### src/hdl/lsx_pkg.sv
// Package for the LED scanner with crossfade: sizes, register indexes, types,
// the tail intensity table and the speed table.
// No dependencies.
package lsx_pkg;

    localparam int LED_COUNT    = 25;
    localparam int TAIL_LENGTH  = 8;
    localparam int NUM_CH       = 3;

    localparam int IDX_W        = $clog2(LED_COUNT);
    localparam int POS_TOP      = (LED_COUNT - 1) * 256;
    localparam int POS_W        = $clog2(POS_TOP + 1);
    localparam int K_W          = POS_W - 4;
    localparam int TAIL_K_LIMIT = TAIL_LENGTH * 16;

    localparam int CFG_IDX_W    = 3;
    localparam int CFG_DATA_W   = 8;

    localparam int SHOWN_W      = 16;
    localparam int BRIGHT_W     = 16;

    localparam logic [CFG_IDX_W-1:0] CFG_COLOR_RED   = 3'd0;
    localparam logic [CFG_IDX_W-1:0] CFG_COLOR_GREEN = 3'd1;
    localparam logic [CFG_IDX_W-1:0] CFG_COLOR_BLUE  = 3'd2;
    localparam logic [CFG_IDX_W-1:0] CFG_SPEED_LEVEL = 3'd3;
    localparam logic [CFG_IDX_W-1:0] CFG_TARGET_BRT  = 3'd4;
    localparam logic [CFG_IDX_W-1:0] CFG_FADE_RATE   = 3'd5;
    localparam logic [CFG_IDX_W-1:0] CFG_FLIP        = 3'd6;

    localparam logic [BRIGHT_W-1:0] BRIGHT_RESET = BRIGHT_W'(60 * 256);

    // Intensity in 1/16 LED distance steps; every entry past the end is zero.
    localparam int TAIL_DEPTH = 112;
    localparam int TAIL_IDX_W = $clog2(TAIL_DEPTH);
    localparam logic [7:0] TAIL_TABLE [TAIL_DEPTH] = '{
        8'd255, 8'd242, 8'd228, 8'd216, 8'd204, 8'd192, 8'd182, 8'd171,
        8'd162, 8'd153, 8'd144, 8'd136, 8'd129, 8'd122, 8'd115, 8'd108,
        8'd102, 8'd97,  8'd91,  8'd86,  8'd81,  8'd77,  8'd73,  8'd69,
        8'd65,  8'd61,  8'd58,  8'd55,  8'd52,  8'd49,  8'd46,  8'd43,
        8'd41,  8'd39,  8'd37,  8'd34,  8'd33,  8'd31,  8'd29,  8'd27,
        8'd26,  8'd24,  8'd23,  8'd22,  8'd21,  8'd19,  8'd18,  8'd17,
        8'd16,  8'd15,  8'd15,  8'd14,  8'd13,  8'd12,  8'd12,  8'd11,
        8'd10,  8'd10,  8'd9,   8'd9,   8'd8,   8'd8,   8'd7,   8'd7,
        8'd7,   8'd6,   8'd6,   8'd6,   8'd5,   8'd5,   8'd5,   8'd4,
        8'd4,   8'd4,   8'd4,   8'd3,   8'd3,   8'd3,   8'd3,   8'd3,
        8'd3,   8'd2,   8'd2,   8'd2,   8'd2,   8'd2,   8'd2,   8'd2,
        8'd2,   8'd2,   8'd1,   8'd1,   8'd1,   8'd1,   8'd1,   8'd1,
        8'd1,   8'd1,   8'd1,   8'd1,   8'd1,   8'd1,   8'd1,   8'd1,
        8'd1,   8'd1,   8'd1,   8'd1,   8'd1,   8'd0,   8'd0,   8'd0
    };

    typedef struct packed {
        logic [NUM_CH-1:0][7:0] color;
        logic [2:0]             speed_level;
        logic [7:0]             target_brightness;
        logic [7:0]             fade_rate;
        logic                   flip;
    } t_cfg;

    typedef struct packed {
        logic             start_frame;
        logic             restart;
        logic             issue;
        logic [IDX_W-1:0] idx;
    } t_ctrl_cmd;

    typedef struct packed {
        logic advance;
        logic frame_done;
    } t_dp_status;

    typedef enum logic [1:0] {
        ST_IDLE,
        ST_SCAN,
        ST_DRAIN
    } t_state;

    function automatic logic [7:0] tail_level(input logic [K_W-1:0] k);
        logic [7:0] lvl;
        lvl = 8'd0;
        if (int'(k) < TAIL_K_LIMIT && int'(k) < TAIL_DEPTH) begin
            lvl = TAIL_TABLE[TAIL_IDX_W'(k)];
        end
        return lvl;
    endfunction

    // Out-of-range levels clamp to the nearest table end.
    function automatic logic [6:0] speed_step(input logic [2:0] lvl);
        logic [6:0] s;
        unique case (lvl) inside
            3'd0, 3'd1: s = 7'd15;
            3'd2:       s = 7'd31;
            3'd3:       s = 7'd46;
            3'd4:       s = 7'd64;
            default:    s = 7'd90;
        endcase
        return s;
    endfunction

endpackage

### src/hdl/lsx_cfg_regs.sv
// Configuration register file of the LED scanner.
// Depends on lsx_pkg for the register indexes and the t_cfg type.
module lsx_cfg_regs (
    input  logic                               i_clk,
    input  logic                               i_rst_n,
    input  logic                               i_we,
    input  logic [lsx_pkg::CFG_IDX_W-1:0]      i_idx,
    input  logic [lsx_pkg::CFG_DATA_W-1:0]     i_wdata,
    output lsx_pkg::t_cfg                      o_cfg
);

    lsx_pkg::t_cfg r_cfg;

    always_ff @(posedge i_clk) begin
        if (!i_rst_n) begin
            r_cfg.color[0]          <= 8'd255;
            r_cfg.color[1]          <= 8'd10;
            r_cfg.color[2]          <= 8'd0;
            r_cfg.speed_level       <= 3'd3;
            r_cfg.target_brightness <= 8'd60;
            r_cfg.fade_rate         <= 8'd51;
            r_cfg.flip              <= 1'b0;
        end else if (i_we) begin
            unique case (i_idx)
                lsx_pkg::CFG_COLOR_RED:   r_cfg.color[0]          <= i_wdata;
                lsx_pkg::CFG_COLOR_GREEN: r_cfg.color[1]          <= i_wdata;
                lsx_pkg::CFG_COLOR_BLUE:  r_cfg.color[2]          <= i_wdata;
                lsx_pkg::CFG_SPEED_LEVEL: r_cfg.speed_level       <= i_wdata[2:0];
                lsx_pkg::CFG_TARGET_BRT:  r_cfg.target_brightness <= i_wdata;
                lsx_pkg::CFG_FADE_RATE:   r_cfg.fade_rate         <= i_wdata;
                lsx_pkg::CFG_FLIP:        r_cfg.flip              <= i_wdata[0];
                default: ;
            endcase
        end
    end

    assign o_cfg = r_cfg;

endmodule

### config.mk
export PLATFORM = sky130hd
export DESIGN_NAME = lsx_cfg_regs
export DESIGN_NICKNAME = d
export VERILOG_FILES = /design/src/hdl/lsx_pkg.sv /design/src/hdl/lsx_cfg_regs.sv
export SDC_FILE = /design/constraint.sdc
export NUM_CORES = 1
export LEC_CHECK = 0
export BUFFER_PORTS_ARGS = -buffer_cell sky130_fd_sc_hd__buf_2
export CAP_MARGIN = 5
export CORE_MARGIN = 2
export CORE_UTILIZATION = 25
export CTS_CLUSTER_SIZE = 12
export DETAILED_ROUTE_END_ITERATION = 6
export PLACE_DENSITY = 0.45
export SLEW_MARGIN = 5
export SYNTH_ARGS = -nofsm -noshare
export SYNTH_HDL_FRONTEND = slang
export SYNTH_SLANG_ARGS = --single-unit
export TNS_END_PERCENT = 1
### constraint.sdc
create_clock -name i_clk -period 1.4 [get_ports i_clk]
set_input_delay 0.14 -clock i_clk [delete_from_list [all_inputs] [get_ports i_clk]]
set_output_delay 0.14 -clock i_clk [all_outputs]
set_load 0.03 [all_outputs]
Word-level counts from Yosys, hierarchy flattened
Cells that the tools add are included.
{"block": "word_totals", "regBits": 44, "in_bits": 14, "output_inout_bits": 44, "elab_cells": 21}
{"block": "classes", "n_eq_ne": 6, "n_reduce_logical": 8}
{"op": "AND reduction 2 bit", "count": 7}
{"op": "== test 3 bit, second input constant", "count": 3}
{"op": "== test 3 x 2 -> 1 bit, second input constant", "count": 2}
{"op": "== test 3 x 1 -> 1 bit, second input constant", "count": 1}
{"op": "zero test 3 bit", "count": 1}

Longest topological paths before layout
{"block": "logic_depth", "depth_word": 2, "mapped_depth": 4, "mapped_depth_nobuf": 2}

Worst setup path after synthesis
Ideal clock, no wire load.
{"block": "synth_timing", "kind": "in2reg", "startpoint": "input port i_idx[1] (netlist name)", "endpoint": "register r_cfg, in the netlist o_cfg[21]", "setup_time_ps": 127, "arrival_ps": 920, "t_required_ps": 1273, "slack_ps": 353, "cell_stages": 3, "n_path_buf": 1, "path_cell_list": "or4b_1 > buf_6 > mux2i_1"}
{"block": "synth_between", "elab_chain_cells": 2}
{"element": "start: declaration", "line_no": "lsx_cfg_regs.sv:7", "rtl": "input logic [lsx_pkg::CFG_IDX_W-1:0] i_idx,"}
{"element": "zero test 3 bit", "line_no": "lsx_cfg_regs.sv:24", "rtl": "unique case (i_idx)"}
{"element": "AND reduction 2 bit (no source line)"}
{"element": "end: declaration", "line_no": "lsx_cfg_regs.sv:12", "rtl": "lsx_pkg::t_cfg r_cfg;"}
Every way passes these cells.
A chain may end at the register's enable or synchronous reset.

Worst setup path after layout
{"block": "layout_timing", "startpoint": "register r_cfg, in the netlist o_cfg[29]", "endpoint": "output port o_cfg[29] (netlist name)"}
{"element": "end: declaration", "line_no": "lsx_cfg_regs.sv:9", "rtl": "output lsx_pkg::t_cfg o_cfg"}
No word-level cell between the ends.

==> reports/results.ini <==
[run_status]
status=completed

[hold_path]
whs_path_depth=3
min-delay-start=i_wdata[7]
holdPathEnd=o_cfg[27]
hold_class=input pin to register

[setup_path]
r2r_cells=2
worstSetupEndpointType=primary output
worstReg2RegEnd=o_cfg[29]
crit_path_max_fanout=2
crit_arrival_ns=0.87
cp_slowest_stage_delay_ns=0.36
crit_slowest_cell=dfxtp_1
path_buf_inv=1
r2r_slack_ns=0.76
start_kind=register
path_delay_family=flip-flops
critical_path_class=register to primary output
path_cells=buf_2
critPathRequiredTime_ns=1.26
r2r_start=o_cfg[29]

[die]
core_area_um2=6790
fp.dieW_um=87.9
start_util_pct=25.9
io_pins=58
rows=30
die_h_um=87.9
dieArea_um2=7720

[cells_and_area]
num-fill-cells=726
seqCellArea_um2=881
area_growth_pct=33.4
drive_above_1_share_pct=34.2
final_core_util_pct=34.5
final_cells=330
layout.nets=247
n_antenna_cell=0
largest_register_ffs=44
multi_input_area_um2=822

[yosys]
synthTopCellsByCount=44 x dfxtp_1, 44 x mux2i_1, 32 x nand2_1, 28 x nor2b_1, 8 x clkbuf_1
synth_seq_cells=44
synth_edf_count=0
seq_area_frac_synth_pct=50.1
synthArstFlopShare_pct=0
synth_cell_type_count=14
syn_nets=183
synth_ff_type=dfxtp_1
yosysTopAreaCell=dfxtp_1
synthesis.area_um2=1760
avgSynthCellArea_um2=10.4
synth.area.top_cells=dfxtp_1 50%, mux2i_1 25%, nor2b_1 10%
synth_top_area_share_pct=50.1
postSynthCellCount=169
yosys_warnings=0

[place]
portBuffers=57
dpl.hpwl_mm=3.26
place_inst=322
place.gp.congestion=0.747
pre_cts_slack_ns=0.0850

[sta]
drv_slew=0
setup_viol=0
fmax_mhz=993
slew_headroom_pct=74.1
tightest_slew_ns=0.389
worst_slack_ns=0.393
fin_crit_ns=1.01
setup_tns_ns=0
rsz0062_at_grt=no
finalCritPeriodShare_pct=72.0
finalHoldViolCount=0
holdWs_ns=0.136
fin_skew_ns=0

[routing]
route.detailed.wl_per_inst_um=12.9
dr.pass1.iters=4
drtIter0Drc=38
ant_nets=0
drc=0
vias_per_cell=4.14
routed_wl_mm=4.27
vias=1367

[grt]
gr-total-overflow=0
grt_pass1_wl_mm=6.46
grt_pass1_vias=1316
grt_antenna_before_repair=0
grt_max_degree=23
grt_use_total_pct=11.0

[clocking]
cts.sinks=44
cts.clk_slew.worst_paths_ns=0.08
cts_resized=0
clock_latency_ns=0.29
cts_buffer_depth=2
numCtsBuffers=5
cts_setup_buffers=0
cts_tree=done
hold_buffers=0
h-tree-depth=2
cts-root-buf=clkbuf_8

[power_and_ir_drop]
p_leak_nw=1.08
peakVddDrop_uv=439
powerDensity_nw_per_um2=1110

[job]
maxCapViolCount=0

[how the worst max path moves through the flow]
stage          startpoint   endpoint  slack, ns  depth (start not counted)
2_1_floorplan    i_idx[1]  o_cfg[21]       0.35                          3
3_3_place_gp     i_idx[1]  o_cfg[24]       0.11                          3
3_5_place_dp     i_idx[1]  o_cfg[22]       0.08                          3
4_1_cts         o_cfg[29]  o_cfg[29]       0.37                          1
5_1_grt         o_cfg[29]  o_cfg[29]       0.34                          1
6_report        o_cfg[29]  o_cfg[29]       0.39                          1
[report_power, final]
group	switching, mW	leakage, nW	internal [mW]
Combinational	0.158	0.657	0.102
Sequential	0.0136	0.357	1.28
Clock	0.425	0.0645	0.630
[tightest hold or removal path, stage by stage]
cell     delay [ns]
buf_2          0.10
nor2b_1        0.04
mux2i_1        0.11
[cells in the final DEF (no fill, tap or decap)]
cell type  count
nor2b_1       28
and4b_1        1
nor4bb_2       1
nand4bb_1      1
or4b_1         1
clkbuf_8       7
buf_12         1
nor4b_1        1
dfxtp_1       44
and4bb_2       1
buf_4         12
nand4b_1       2
mux2i_1       44
buf_2         57
bufinv_16      1
nand2_1       32
[through the flow]
stage / power (mW) / cell area, µm²
5_1_grt: 2.72 / 2340
2_1_floorplan: 1.48 / 1760
3_3_place_gp: 1.59 / 2220
6_report: 2.61 / 2340
4_1_cts: 2.65 / 2340
3_5_place_dp: 1.59 / 2220
[logic make-up after synthesis]
kind of cell | Yosys count | synth area share (%)
simple gates | 68 | 21.4
flops | 44 | 50.1
mux | 44 | 25.1
buf+inv | 13 | 3.49
[final cells by class]
type	instances	area share, %
timing repair buffer	70	16.9
multi-input combinational	112	35.1
sequential	44	37.6
clock buffer	7	4.11
tap	96	5.12
clock inverter	1	1.28
[routing by layer]
metal	global-route usage (%)	wire length, µm	vias up
met5	0	0	-
met4	3.36	61	0
met3	3.58	236	6
met2	17.4	2010	37
met1	14.4	1970	637
li1	-	-	687
Power figures use the tool's default switching activity.
