`src/hdl/lsx_pkg.sv`:
```
// Package for the LED scanner with crossfade: sizes, register indexes, types,
// the tail intensity table and the speed table.
// No dependencies.
package lsx_pkg;

    localparam int LED_COUNT    = 25;
    localparam int TAIL_LENGTH  = 8;
    localparam int NUM_CH       = 3;

    localparam int IDX_W        = $clog2(LED_COUNT);
    localparam int POS_TOP      = (LED_COUNT - 1) * 256;
    localparam int POS_W        = $clog2(POS_TOP + 1);
    localparam int K_W          = POS_W - 4;
    localparam int TAIL_K_LIMIT = TAIL_LENGTH * 16;

    localparam int CFG_IDX_W    = 3;
    localparam int CFG_DATA_W   = 8;

    localparam int SHOWN_W      = 16;
    localparam int BRIGHT_W     = 16;

    localparam logic [CFG_IDX_W-1:0] CFG_COLOR_RED   = 3'd0;
    localparam logic [CFG_IDX_W-1:0] CFG_COLOR_GREEN = 3'd1;
    localparam logic [CFG_IDX_W-1:0] CFG_COLOR_BLUE  = 3'd2;
    localparam logic [CFG_IDX_W-1:0] CFG_SPEED_LEVEL = 3'd3;
    localparam logic [CFG_IDX_W-1:0] CFG_TARGET_BRT  = 3'd4;
    localparam logic [CFG_IDX_W-1:0] CFG_FADE_RATE   = 3'd5;
    localparam logic [CFG_IDX_W-1:0] CFG_FLIP        = 3'd6;

    localparam logic [BRIGHT_W-1:0] BRIGHT_RESET = BRIGHT_W'(60 * 256);

    // Intensity in 1/16 LED distance steps; every entry past the end is zero.
    localparam int TAIL_DEPTH = 112;
    localparam int TAIL_IDX_W = $clog2(TAIL_DEPTH);
    localparam logic [7:0] TAIL_TABLE [TAIL_DEPTH] = '{
        8'd255, 8'd242, 8'd228, 8'd216, 8'd204, 8'd192, 8'd182, 8'd171,
        8'd162, 8'd153, 8'd144, 8'd136, 8'd129, 8'd122, 8'd115, 8'd108,
        8'd102, 8'd97,  8'd91,  8'd86,  8'd81,  8'd77,  8'd73,  8'd69,
        8'd65,  8'd61,  8'd58,  8'd55,  8'd52,  8'd49,  8'd46,  8'd43,
        8'd41,  8'd39,  8'd37,  8'd34,  8'd33,  8'd31,  8'd29,  8'd27,
        8'd26,  8'd24,  8'd23,  8'd22,  8'd21,  8'd19,  8'd18,  8'd17,
        8'd16,  8'd15,  8'd15,  8'd14,  8'd13,  8'd12,  8'd12,  8'd11,
        8'd10,  8'd10,  8'd9,   8'd9,   8'd8,   8'd8,   8'd7,   8'd7,
        8'd7,   8'd6,   8'd6,   8'd6,   8'd5,   8'd5,   8'd5,   8'd4,
        8'd4,   8'd4,   8'd4,   8'd3,   8'd3,   8'd3,   8'd3,   8'd3,
        8'd3,   8'd2,   8'd2,   8'd2,   8'd2,   8'd2,   8'd2,   8'd2,
        8'd2,   8'd2,   8'd1,   8'd1,   8'd1,   8'd1,   8'd1,   8'd1,
        8'd1,   8'd1,   8'd1,   8'd1,   8'd1,   8'd1,   8'd1,   8'd1,
        8'd1,   8'd1,   8'd1,   8'd1,   8'd1,   8'd0,   8'd0,   8'd0
    };

    typedef struct packed {
        logic [NUM_CH-1:0][7:0] color;
        logic [2:0]             speed_level;
        logic [7:0]             target_brightness;
        logic [7:0]             fade_rate;
        logic                   flip;
    } t_cfg;

    typedef struct packed {
        logic             start_frame;
        logic             restart;
        logic             issue;
        logic [IDX_W-1:0] idx;
    } t_ctrl_cmd;

    typedef struct packed {
        logic advance;
        logic frame_done;
    } t_dp_status;

    typedef enum logic [1:0] {
        ST_IDLE,
        ST_SCAN,
        ST_DRAIN
    } t_state;

    function automatic logic [7:0] tail_level(input logic [K_W-1:0] k);
        logic [7:0] lvl;
        lvl = 8'd0;
        if (int'(k) < TAIL_K_LIMIT && int'(k) < TAIL_DEPTH) begin
            lvl = TAIL_TABLE[TAIL_IDX_W'(k)];
        end
        return lvl;
    endfunction

    // Out-of-range levels clamp to the nearest table end.
    function automatic logic [6:0] speed_step(input logic [2:0] lvl);
        logic [6:0] s;
        unique case (lvl) inside
            3'd0, 3'd1: s = 7'd15;
            3'd2:       s = 7'd31;
            3'd3:       s = 7'd46;
            3'd4:       s = 7'd64;
            default:    s = 7'd90;
        endcase
        return s;
    endfunction

endpackage

```
`src/hdl/lsx_ctrl.sv`:
```
// Frame sequencer of the LED scanner: accepts a frame, issues LED indexes
// into the datapath pipeline and waits for the last pixel. Depends on lsx_pkg.
module lsx_ctrl (
    input  logic                   i_clk,
    input  logic                   i_rst_n,
    input  logic                   i_in_valid,
    input  logic                   i_restart,
    output logic                   o_in_ready,
    output lsx_pkg::t_ctrl_cmd     o_cmd,
    input  lsx_pkg::t_dp_status    i_status
);

    localparam logic [lsx_pkg::IDX_W-1:0] LAST_IDX = lsx_pkg::IDX_W'(lsx_pkg::LED_COUNT - 1);

    lsx_pkg::t_state r_state, n_state;
    logic [lsx_pkg::IDX_W-1:0] r_idx, n_idx;

    always_ff @(posedge i_clk) begin
        if (!i_rst_n) begin
            r_state <= lsx_pkg::ST_IDLE;
            r_idx   <= '0;
        end else begin
            r_state <= n_state;
            r_idx   <= n_idx;
        end
    end

    always_comb begin
        n_state           = r_state;
        n_idx             = r_idx;
        o_in_ready        = 1'b0;
        o_cmd.start_frame = 1'b0;
        o_cmd.restart     = i_restart;
        o_cmd.issue       = 1'b0;
        o_cmd.idx         = r_idx;
        unique case (r_state)
            lsx_pkg::ST_IDLE: begin
                o_in_ready        = 1'b1;
                o_cmd.start_frame = i_in_valid;
                if (i_in_valid) begin
                    n_state = lsx_pkg::ST_SCAN;
                    n_idx   = '0;
                end
            end
            lsx_pkg::ST_SCAN: begin
                o_cmd.issue = i_status.advance;
                if (i_status.advance) begin
                    if (r_idx == LAST_IDX) begin
                        n_state = lsx_pkg::ST_DRAIN;
                        n_idx   = '0;
                    end else begin
                        n_idx = r_idx + 1'b1;
                    end
                end
            end
            lsx_pkg::ST_DRAIN: begin
                if (i_status.frame_done) begin
                    n_state = lsx_pkg::ST_IDLE;
                end
            end
            default: n_state = lsx_pkg::ST_IDLE;
        endcase
    end

endmodule

```
`config.mk`:
```
export PLATFORM = sky130hd
export DESIGN_NAME = lsx_ctrl
export DESIGN_NICKNAME = d
export VERILOG_FILES = /design/src/hdl/lsx_pkg.sv /design/src/hdl/lsx_ctrl.sv
export SDC_FILE = /design/constraint.sdc
export NUM_CORES = 1
export LEC_CHECK = 0
export BUFFER_PORTS_ARGS = -buffer_cell sky130_fd_sc_hd__buf_4
export CORE_AREA = 2 2 39 41
export DETAILED_ROUTE_END_ITERATION = 7
export DIE_AREA = 0 0 41 43
export SLEW_MARGIN = 20
export SYNTH_ARGS = -nofsm -noshare
export SYNTH_HDL_FRONTEND = slang
export SYNTH_SLANG_ARGS = --single-unit
```
`constraint.sdc`:
```
create_clock -name i_clk -period 1.2 [get_ports i_clk]
set_input_delay 0.12 -clock i_clk [delete_from_list [all_inputs] [get_ports i_clk]]
set_output_delay 0.12 -clock i_clk [all_outputs]
set_load 0.01 [all_outputs]
```
# Word level (Yosys, flattened, before mapping)
# Cells that the tools add are included.
dict set report classes {
  n_addsub 1
  mul 0
  div 0
  magnitude_cmp 0
  n_eq_ne 7
  shifts 0
  n_mux 12
  bitwise_logic 0
  n_reduce_logical 4
}
# cell n
set ops {}
lappend ops {{$mux 5} 3}
lappend ops {{$pmux 5 s2} 1}
lappend ops {{$mux 2} 4}
lappend ops {{$ne 2x2->1 const B} 4}
lappend ops {{$pmux 2 s3} 1}
lappend ops {{$add 5x1->5 const B} 1}
lappend ops {{$eq 5x5->1 const B} 1}
lappend ops {{$reduce_and 4->1} 1}
lappend ops {{$mux 1} 3}
lappend ops {{$reduce_and 3->1} 1}
lappend ops {{$eq 2x1->1 const B} 1}
lappend ops {{$eq 2x2->1 const B} 1}
lappend ops {{$logic_not 2->1} 1}
lappend ops {{$reduce_bool 2->1} 1}
dict set report totals {
  reg_bits 7
  latchBits 0
  ramBits 0
  mem_bits_ro 0
  in_bits 6
  n_memories 0
}

# Depth between registers and ports, before layout
dict set report depth {
  depth_word 4
  mapped_depth 5
  depth_no_buf 5
}

# Worst setup path after synthesis
# OpenSTA, ideal clock, no wires.
dict set report synth_path {
  path_type {register to register}
  startpoint {register r_idx[0] in the netlist's numbering}
  endpoint {register r_idx[4] in the netlist's numbering}
  setup_time_ns 0.079
  t_arrival_ns 1.207
  t_required_ns 1.121
  path_slack_ns -0.086
  path_stages_with_launch 5
  n_path_buf 0
  synth_period_minus_slack_ns 1.286
  cell_sequence {dfxtp_1 ha_1 nand3_1 or3b_1 o211ai_1}
}
dict set report synth_via {
  elab_chain_cells 4
}
# element line_no
set synth_rtl {}
lappend synth_rtl {{start, declared} lsx_ctrl.sv:16} ;# logic [lsx_pkg::IDX_W-1:0] r_idx, n_idx;
lappend synth_rtl {{start signal, assigned} lsx_ctrl.sv:24} ;# r_idx <= n_idx;
lappend synth_rtl {{$add 5x1->5 / $eq 5x5->1 (equally long branches)} {lsx_ctrl.sv:52, lsx_ctrl.sv:48}}
lappend synth_rtl {{$mux 5 *} lsx_ctrl.sv:48} ;# if (r_idx == LAST_IDX) begin
lappend synth_rtl {{$mux 5 *} lsx_ctrl.sv:47} ;# if (i_status.advance) begin
lappend synth_rtl {{$pmux 5 s2 *} lsx_ctrl.sv:36} ;# unique case (r_state)
# Mark *: on every way between the ends. The rest lies on a longest branch, timed or not. The select of a mux whose other input is x is not followed.
# A chain may end at the register's enable or synchronous reset.

# Final worst setup path
# Ends and elaborated chain as after synthesis.

==> key figures <==
Outcome
  – Status: finished, violations left
  – Failing checks: negative setup slack

Placement
  – Placer congestion estimate: 0.707
  – DP HPWL: 844 µm
  – IO buf count: 12
  – Dpl cells: 87
  – Place WS: -0.0537 ns

GRT
  – Number of global-route vias before repair: 465
  – Overflow after GRT: 0
  – Overall routing resource usage: 18.0%
  – Initial antenna violation count: 0
  – First-pass GRT wire length: 2130 µm
  – Pin count of the biggest net entering global routing: 12

Power and ir drop
  – Power density over the cells: 874 nW/µm²
  – Peak supply drop: 391 µV
  – Pleak: 0.000299 µW

STA
  – Final setup vio count: 2
  – Setup WS post-layout: -0.0209 ns
  – Crit path time final: 1.22 ns
  – Max-slew violation count: 0
  – Setup Skew: 0.000551 ns
  – RSZ-0062 raised after global routing: yes
  – Rel. slew slack: 75.4%
  – Final period util: 102%
  – Max Clk Rate: 0.819 GHz
  – Hold Vio Cnt, Final: 0
  – Worst-Margin Slew: 0.368 ns

Worst setup path
  – CP Max Fanout: 4
  – WP data required: 1.39 ns
  – Critical Path Slowest Stage Cell: dfxtp_4
  – Setup CP Type: reg -> reg
  – CP delay by family, top: flip-flops
  – Most common cell on crit path: nand4b_1
  – Worst path bufs/invs: 1
  – Endpoint class of the critical path: flip-flop
  – CP cell instances: inv_4 > ha_4 > nand4b_1 > nand4b_1 > o211ai_1
  – Crit path largest cell delay: 0.38 ns
  – Arrival time worst endpoint: 1.41 ns
  – Startpoint types: flip-flop

Logic synthesis
  – Synth async-reset ratio: 0%
  – Syn Std Cell Area: 450 µm²
  – Seq cells post-synth: 7
  – Top cells by area, synth: dfxtp_1 31%, o21ai_0 6.7%, nand4b_1 5.8%
  – Post-synthesis sequential area ratio: 31.1%
  – Top-count cell post-synth: dfxtp_1
  – Syn Nets: 61
  – Mean post-synth cell area: 8.50 µm²
  – Yosys cell types: 25
  – Post-Syn Instances: 53
  – Area share of the largest cell type after synthesis: 31.1%
  – Yosys Warn Count: 0
  – EDFF count, synth: 0
  – Ys flop type: dfxtp_1
  – Largest area contributor in the netlist: dfxtp_1
  – Synth cell count leaders: 7 x dfxtp_1, 6 x o21ai_0

Die
  – CORE AREA: 1380 µm²
  – Initial Utilization: 32.5%
  – Cell Rows: 14
  – Chip width: 41 µm
  – Chip height: 43 µm
  – Full die area: 1760 µm²
  – Number of top-level pins: 15

Routing
  – Post-route ant nets: 0
  – Pre-antenna DRT Iters: 2
  – WL/cell: 13.0 µm
  – DR vias: 495
  – Drt first-iter violations: 4
  – Final wirelength: 1230 µm
  – Residual DRC: 0
  – Via/cell ratio: 5.21

Clock network
  – CTS tree: built
  – Clock sink total: 7
  – # H-tree levels: 1
  – Root buffer selected by CTS: clkbuf_4
  – Longest Clk Path Bufs: 2
  – Hold_buf cts: 0
  – Clock Pin Slew Worst Setup and Hold Paths: 0.06 ns
  – Total CTS buffers: 3
  – Clock Latency Late Sink: 0.26 ns

Finish
  – Sequential cell area: 153 µm²
  – Layout cells sized above 1: 54.4%
  – Final non-filler cell total: 95
  – Fill count: 130
  – Area grow syn2layout: 63.6%
  – Nets: 88
  – Final antenna diode count: 0
  – Footprint of the multi-input gates: 318 µm²

Flow run
  – Max_cap viols: 0

Min path
  – Worst Hold Class: in -> reg
[sequential cells by signal, summed over array words and instances, names as in the netlist]
register  cells
r_state       2
r_idx         5
[layout by cell type, fill, tap and decap left out, types with 2 or more instances in the layout]
cell,synthesis,final
a21oi_2,0,2
o21ai_0,6,3
or3b_1,2,2
ha_4,0,2
nand4b_1,3,3
and2_1,3,2
nand4_1,2,2
buf_4,1,23
buf_6,1,3
o21ai_1,0,3
nand3b_1,2,2
dfxtp_1,7,3
o211ai_1,3,3
clkbuf_4,0,3
dfxtp_4,0,3
nor3b_1,2,2
[worst paths after layout]
kind | slack, ns | cells past startpoint | to | from
max | -0.02 | 5 | r_idx[4] | r_idx[0]
min | 0.15 | 2 | r_state[1] | i_rst_n
max reg2reg | -0.02 | 5 | r_idx[4] | r_idx[0]
min reg2reg | 0.57 | 3 | r_idx[0] | r_idx[0]
[cell families (layout without fill, tap and decap cells)]
kind of cell / count (synthesis) / count (layout) / share of synthesized area (%)
muxes: 2 / 2 / 4.72
AOI/OAI and AO/OA: 15 / 15 / 20.3
adders and majority gates: 2 / 2 / 5.55
and+or+nand+nor: 20 / 20 / 29.4
DFF: 7 / 7 / 31.1
buffers and inverters: 7 / 33 / 8.89
[power by group]
group | internal [µW] | switching, µW
clock network | 128 | 109
logic | 86.1 | 71.0
registers | 238 | 11.6
total | 452 | 192
[layer usage]
layer	GRT usage, %	wire (µm)	share of wire, %
met1	24.1	566	46
met2	24.7	601	49
met3	3.66	32	2.6
met4	12.0	31	2.5
met5	0	0	0
[stage by stage]
stage / setup TNS, ns / power, µW / util [%] / hold slack, ns / cell area [µm²]
finish: -0.0366 / 644 / 53.3 / 0.152 / 737
CTS: -0.00537 / 634 / 51.0 / 0.142 / 706
global route: -0.397 / 675 / 53.3 / 0.153 / 737
floorplan: 0 / 325 / - / 0.289 / 468
global placement: -0.0520 / 378 / 45.1 / 0.240 / 624
detailed placement: -0.182 / 379 / 45.1 / 0.240 / 624
[area by class of cell]
type	count	share of cell area (%)
well taps	16	2.72
inverters	3	1.87
repair buffers	26	28.0
clock buffers	4	3.57
flip-flops and latches	7	20.7
multi-input cells	39	43.1
[timing repair]
| item | CTS | global route |
|---|---|---|
| resized for setup | 13 | 8 |
| pin swaps | 5 | 4 |
| setup buffers | 3 | 1 |
| setup endpoints to repair | 6 | 7 |
Note: power is estimated with default switching activity, not from simulation.
